--- src/design/gtr_pkg.sv ---
// ----------------------------------------------------------------------------
// gtr_pkg
// shared widths, constants and types of the gelu tanh rational unit
// ----------------------------------------------------------------------------
package gtr_pkg;

  localparam int DATA_WIDTH = 16;
  localparam int FRAC_BITS  = 12;
  localparam int IFRAC      = 24;

  localparam int AW    = IFRAC + 3;
  localparam int X2W   = IFRAC + 5;
  localparam int X3W   = IFRAC + 7;
  localparam int VW    = IFRAC + 3;
  localparam int UW    = IFRAC + 2;
  localparam int U2W   = IFRAC + 4;
  localparam int NUMW  = IFRAC + 6;
  localparam int DENW  = IFRAC + 7;
  localparam int PRODW = UW + NUMW;
  localparam int QW    = IFRAC + 1;
  localparam int FW    = IFRAC + 2;
  localparam int P2W   = DATA_WIDTH + FW + 1;
  localparam int MW    = P2W - (IFRAC + 1);

  localparam logic [QW-1:0]   ONE_I  = QW'(1) << IFRAC;
  localparam logic [QW-1:0]   HALF_I = QW'(1) << (IFRAC - 1);
  localparam logic [23:0]     C1_Q   = 24'd13386282;
  localparam logic [19:0]     C2_Q   = 20'd750193;
  localparam logic [UW-1:0]   U_MAX  = UW'(3) << IFRAC;
  localparam logic [DENW-1:0] K27    = DENW'(27) << IFRAC;
  localparam logic [DATA_WIDTH-1:0] X_MAX = DATA_WIDTH'(4) << FRAC_BITS;

  typedef struct packed {
    logic [DATA_WIDTH-1:0] mag;
    logic                  neg;
    logic                  last;
  } gtr_side_t;

endpackage

--- src/design/gtr_div.sv ---
// ----------------------------------------------------------------------------
// gtr_div
// pipelined restoring divider, one quotient bit per stage, rounded quotient
// ----------------------------------------------------------------------------
module gtr_div (
  input  logic                    clk_i,
  input  logic                    rst_ni,
  input  logic                    in_valid_i,
  output logic                    in_stall_o,
  input  logic [gtr_pkg::PRODW-1:0] dividend_i,
  input  logic [gtr_pkg::DENW-1:0]  den_i,
  input  gtr_pkg::gtr_side_t      side_i,
  output logic                    out_valid_o,
  input  logic                    out_stall_i,
  output logic [gtr_pkg::QW-1:0]  quot_o,
  output gtr_pkg::gtr_side_t      side_o
);
  import gtr_pkg::*;

  logic [QW:0]     v_q;
  logic [QW+1:0]   en;
  logic [DENW-1:0] rem_q  [QW+1];
  logic [DENW-1:0] den_q  [QW+1];
  logic [QW-1:0]   low_q  [QW+1];
  logic [QW-1:0]   quo_q  [QW+1];
  gtr_side_t       side_q [QW+1];
  logic [PRODW:0]  n_sum;

  assign en[QW+1] = ~out_stall_i;
  assign in_stall_o = ~en[0];
  assign n_sum = {1'b0, dividend_i} + (PRODW + 1)'(den_i >> 1);

  always_ff @(posedge clk_i or negedge rst_ni) begin
    if (!rst_ni) begin
      v_q[0] <= 1'b0;
    end else if (en[0]) begin
      v_q[0] <= in_valid_i;
    end
  end

  always_ff @(posedge clk_i) begin
    if (en[0] && in_valid_i) begin
      rem_q[0]  <= n_sum[QW+DENW-1:QW];
      low_q[0]  <= n_sum[QW-1:0];
      quo_q[0]  <= '0;
      den_q[0]  <= den_i;
      side_q[0] <= side_i;
    end
  end

  for (genvar k = 0; k <= QW; k++) begin : g_en
    assign en[k] = ~v_q[k] | en[k+1];
  end

  for (genvar k = 1; k <= QW; k++) begin : g_step
    logic [DENW:0]   shifted;
    logic [DENW+1:0] diff;
    logic            qbit;

    assign shifted = {rem_q[k-1], low_q[k-1][QW-1]};
    assign diff    = {1'b0, shifted} - {2'b00, den_q[k-1]};
    assign qbit    = ~diff[DENW+1];

    always_ff @(posedge clk_i or negedge rst_ni) begin
      if (!rst_ni) begin
        v_q[k] <= 1'b0;
      end else if (en[k]) begin
        v_q[k] <= v_q[k-1];
      end
    end

    always_ff @(posedge clk_i) begin
      if (en[k] && v_q[k-1]) begin
        rem_q[k]  <= qbit ? diff[DENW-1:0] : shifted[DENW-1:0];
        low_q[k]  <= low_q[k-1] << 1;
        quo_q[k]  <= {quo_q[k-1][QW-2:0], qbit};
        den_q[k]  <= den_q[k-1];
        side_q[k] <= side_q[k-1];
      end
    end
  end

  assign out_valid_o = v_q[QW];
  assign quot_o      = quo_q[QW];
  assign side_o      = side_q[QW];

  a_rem_init: assert property (@(posedge clk_i) disable iff (!rst_ni)
    v_q[0] |-> rem_q[0] < den_q[0])
    else $error("initial partial remainder not below divisor");

  a_rem_final: assert property (@(posedge clk_i) disable iff (!rst_ni)
    v_q[QW] |-> rem_q[QW] < den_q[QW])
    else $error("final remainder not below divisor");

  a_quot_max: assert property (@(posedge clk_i) disable iff (!rst_ni)
    out_valid_o |-> quot_o <= ONE_I)
    else $error("tanh magnitude above one");

endmodule
--- config.mk ---
export PLATFORM = sky130hd
export DESIGN_NAME = gtr_div
export DESIGN_NICKNAME = d
export VERILOG_FILES = /design/src/design/gtr_pkg.sv /design/src/design/gtr_div.sv
export SDC_FILE = /design/constraint.sdc
export NUM_CORES = 2
export LEC_CHECK = 0
export BUFFER_PORTS_ARGS = -buffer_cell sky130_fd_sc_hd__buf_2
export CORE_AREA = 2 2 406 811
export CTS_CLUSTER_DIAMETER = 30
export DETAILED_ROUTE_END_ITERATION = 8
export DIE_AREA = 0 0 408 813
export PLACE_DENSITY = 0.6
export SYNTH_ARGS = -nofsm -noshare
export SYNTH_HDL_FRONTEND = slang
export SYNTH_SLANG_ARGS = --single-unit
--- constraint.sdc ---
create_clock -name clk_i -period 23.3 [get_ports clk_i]
set_clock_uncertainty 0.05 [all_clocks]
set_input_delay 4.66 -clock clk_i [delete_from_list [all_inputs] [get_ports clk_i]]
set_output_delay 4.66 -clock clk_i [all_outputs]
set_load 0.005 [all_outputs]
# Word-level counts from Yosys, hierarchy flattened
# Memories as Yosys holds them, arrays and structs flattened.
# Index checks and enable logic that the tools add are counted.
dict set report word_totals {
  register_bits 26
  ram_bits 3380
  in_bits 109
  output_inout_bits 45
  elab_cells 239
  memories 5
}
# name words width rd rd_ports_with_merged_regs write_ports line
set mem_list {}
lappend mem_list {den_q 26 31 25 0 26 gtr_div.sv:23} ;# logic [DENW-1:0] den_q [QW+1];
lappend mem_list {rem_q 26 31 25 0 26 gtr_div.sv:22} ;# logic [DENW-1:0] rem_q [QW+1];
lappend mem_list {low_q 26 25 25 0 26 gtr_div.sv:24} ;# logic [QW-1:0] low_q [QW+1];
lappend mem_list {quo_q 26 25 26 0 26 gtr_div.sv:25} ;# logic [QW-1:0] quo_q [QW+1];
lappend mem_list {side_q 26 18 26 0 26 gtr_div.sv:26} ;# gtr_side_t side_q [QW+1];
dict set report op_classes {
  add_sub_neg 26
  n_mux 77
  bitwise_logic 79
  n_reduce_logical 26
}
# operator count
set ops {}
lappend ops {{$sub A32 B31 Y33} 25}
lappend ops {{$mux W31} 25}
lappend ops {{$add A56 B30 Y56} 1}
lappend ops {{$not A1 Y1} 53}
lappend ops {{$mux W1} 52}
lappend ops {{$logic_and A1 B1 Y1} 26}
lappend ops {{$or A1 B1 Y1} 26}

# Depth between registers and ports, before layout
dict set report logic_depth {
  depth_word 30
  mapped_depth 15
  ltp_nobuf 14
}

# Least setup slack after synthesis
# OpenSTA, ideal clock, no wires.
dict set report synth_timing {
  path_type {input to register}
  from {input port out_stall_i}
  to {memory den_q[0][62] (netlist name) (enable)}
  setup_time_ns 0.729
  arrival_time_ns 13.175
  path_slack_ns 9.345
  path_stages 8
  cell_sequence {nand4_1 -> inv_1 -> and3_1 -> nand2_1 -> or4_1 -> nor3_1 -> and3_1 -> a21boi_0}
}
# item line
set synth_lines {}
lappend synth_lines {{start, declared} gtr_div.sv:14} ;# input logic out_stall_i,
lappend synth_lines {{end, declared} gtr_div.sv:23}

# Final worst setup path
dict set report layout_timing {
  from {input port out_stall_i}
  to {output port in_stall_o}
}
dict set report layout_via {
  elab_chain_cells 28
}
# item line
set layout_lines {}
lappend layout_lines {{$not A1 Y1} gtr_div.sv:29} ;# assign en[QW+1] = ~out_stall_i;
lappend layout_lines {{$or A1 B1 Y1 (26 in a row)} gtr_div.sv:52} ;# assign en[k] = ~v_q[k] | en[k+1];
lappend layout_lines {{$not A1 Y1} gtr_div.sv:30} ;# assign in_stall_o = ~en[0];
lappend layout_lines {{end, declared} gtr_div.sv:9} ;# output logic in_stall_o,
# Every way passes these cells.

==> results.txt <==
Outcome: completed
Fin Setup TNS: 0 ns
Sequential Area: 0.08077 mm2
Worst VDD drop: 104.6 uV
Global Route Usage Sum: 0.1558
Main combinational cell family by area after synthesis: compound AO/OA/AOI/OAI gates
Post-CTS sizing: 0
Post-Syn Nets: 11,050
YS warnings: 0
Ys flop type: edfxtp_1
Power Density: 141.1 mW/mm2
DPL Wire Length: 194,800 um
Metal-1 WL: 109,400 um
Highest routed layer: met5
Max Cap Violations: 0
Footprint of the multi-input gates: 0.04460 mm2
Crit-path max FO: 6
Syn avg cell area: 12.83 um2
GPL Wtd Cong: 0.8763
Total wire length: 262,900 um
WL/cell: 17.26 um
Synth Cell Area: 0.1297 mm2
CTS tree: yes
DIE HEIGHT: 813 um
Fin crit share: 0.5277
DRC Markers: 0
Initial antenna violation count: 27
Pleak: 58.85 nW
Max Slew Vio Count: 0
Setup Buffers After CTS: 0
Starting DRC count in detailed routing: 4,777
CP arrival: 7.59 ns
Post-synth cell types: 95
Post-route ant nets: 0
CTS root buffer: clkbuf_16
Measured slew at the worst slew-check pin: 1.226 ns
I/O pin count: 154
Final Hold Viols: 0
Post-synthesis adder-cell area fraction: 0.08144
# H-tree levels: 5
Post-synthesis sequential area ratio: 0.6229
Worst Path Class, Setup: in2out
Mux contribution to synthesized area: 0.02823
Post-synthesis compound-gate area fraction: 0.1183
Clock Latency Late Sink: 0.91 ns
Port Buffer Count: 153
Fmax: 81.33 MHz
Critical path's slowest cell: or4_1
Cell Rows: 297
Commonest non-fill, non-tap cells in the layout: edfxtp_1 (2,668), inv_1 (1,025), a21oi_1 (806)
Fill cell count: 29,040
Post-synthesis xor/xnor area fraction: 0.03850
Crit-path max cell delay: 0.61 ns
Crit-path leading delay family: simple AND/OR/NAND/NOR gates
Congestion Overflow GR: 0
Global-route wire length before repair: 416,800 um
Largest net degree at the start of global routing: 85
Metal2 WL: 132,500 um
CTS buffer count: 395
Critical path startpoint category: input port
Layout area overhead: 15.31%
EDFF count, synth: 2,668
Clock sinks: 2,694
Die width: 408 um
Crit. End Element: output pin
Number of global-route vias before repair: 76,910
Final setup vio count: 0
WP buf/inv: 4
Fraction of layout instances using a drive strength above 1: 0.1163
Most common cell after layout, fill and taps aside: edfxtp_1
Core area: 0.3259 mm2
Unrepaired setup endpoints after global routing: no
Number of synthesized register bits: 2,694
Clock transition at the registers of the reported paths: 0.06 ns
CTS max path bufs: 4
WL met3: 10,780 um
Cells along the critical path: buf_2 -> nand4_1 -> inv_1 -> and3_1 -> nand2_1 -> or4_1 -> nor3_1 -> and3_1 -> nand4_1 -> inv_1 -> buf_2
Vias/cell: 5.102
Async set-reset flop share out of synthesis: 0.009651
Simple-Gate Fraction of Synth Area: 0.07512
Synth Instances: 10,110
Total Nets Final: 11,500
TritonRoute pass-1 iters: 6
Vias: 77,710
Final min period: 12.30 ns
Full die area: 0.3317 mm2
# hold bufs at CTS: 0
Slew HR: 0.1613
Final Util: 0.4588
Hold Crit Class: reg2reg
Critical Path RT: 18.59 ns
Initial core utilization: 0.3979
-- report_power, final --
part           total (mW)  internal [mW]  switching (mW)
logic                7.57           3.30            4.27
clock network        5.99           3.72            2.27
registers            7.54           6.94           0.596
total                21.1           14.0            7.13
-- flip-flops by register name (all words and copies together), names as in the netlist --
signal and count:
den_q 775, low_q 325, out_valid_o 1, quo_q 325, rem_q 775, side_q 468
v_q 25
-- stage by stage --
step | hold WS [ns] | instances | power [mW] | instance area (um2) | setup slack, ns
after global routing | 0.2815 | 15230 | 22.49 | 149500 | 10.75
after CTS | 0.2876 | 15220 | 21.29 | 149500 | 10.96
after floorplan | 0.3503 | 10110 | 13.31 | 129700 | 9.345
after global placement | 0.3503 | 14500 | 15.04 | 135900 | 10.93
final | 0.2996 | 15230 | 21.10 | 149500 | 11.00
after detailed placement | 0.3545 | 14500 | 15.16 | 135900 | 10.98
-- per-layer routing --
metal  global-route usage  vias to the layer above
met5                    0                        -
met4              0.06169                        6
met3              0.02223                      533
met2               0.2793                     1508
met1               0.1876                    37250
li1                     -                    38410
-- kinds of logic (layout without fill, tap and decap cells) --
| group | Yosys count | count (layout) |
|---|---|---|
| XOR/XNOR | 570 | 570 |
| buffers and inverters | 1184 | 1965 |
| other | 0 | 8 |
| adder cells (fa/ha/maj) | 829 | 829 |
| AO/OA/AOI/OAI | 2423 | 2423 |
| flip-flops | 2694 | 2694 |
| multiplexers | 327 | 327 |
| AND/OR/NAND/NOR | 2080 | 2080 |
-- cell usage after synthesis, types with 61 or more instances --
master	instances	area share
a211oi_1	79	0.0046
a21o_1	242	0.014
a21oi_1	807	0.031
a31oi_1	87	0.0042
and3_1	75	0.0036
clkbuf_1	73	0.0021
edfxtp_1	2668	0.62
ha_1	804	0.078
inv_1	1025	0.030
mux2_2	277	0.024
nand2_1	546	0.016
nand2b_1	127	0.0061
nand3_1	132	0.0051
nor2_1	702	0.020
nor2b_1	100	0.0048
nor3_1	115	0.0044
o21a_1	186	0.011
o21ai_0	504	0.019
o21bai_1	61	0.0035
o31ai_1	79	0.0046
xnor2_1	333	0.022
xor2_1	237	0.016
-- final timing paths --
| check | start | to | slack (ns) | cells after the start |
|---|---|---|---|---|
| setup / recovery | out_stall_i | in_stall_o | 11.00 | 11 |
| hold / removal | side_q[2][20]$_DFFE_PP_ | side_q[2][38]$_DFFE_PP_ | 0.30 | 0 |
| setup reg to reg | low_q[16][24]$_DFFE_PP_ | rem_q[1][54]$_DFFE_PP_ | 18.29 | 14 |
| hold reg to reg | side_q[2][20]$_DFFE_PP_ | side_q[2][38]$_DFFE_PP_ | 0.30 | 0 |
| max in group asynchronous | rst_ni | v_q[18]$_DFFE_PN0P_ | 18.99 | 1 |
| min in group asynchronous | rst_ni | v_q[1]$_DFFE_PN0P_ | 3.75 | 1 |
-- cell type report --
class | count | share of cell area
repair buffers | 212 | 0.008084
flip-flops and latches | 2694 | 0.5402
clock inverters | 286 | 0.02331
diodes | 8 | 0.0001339
inverters | 1030 | 0.02586
clock buffers | 437 | 0.06780
well taps | 4335 | 0.03628
multi-input cells | 6229 | 0.2983
Power figures use the tool's default switching activity.
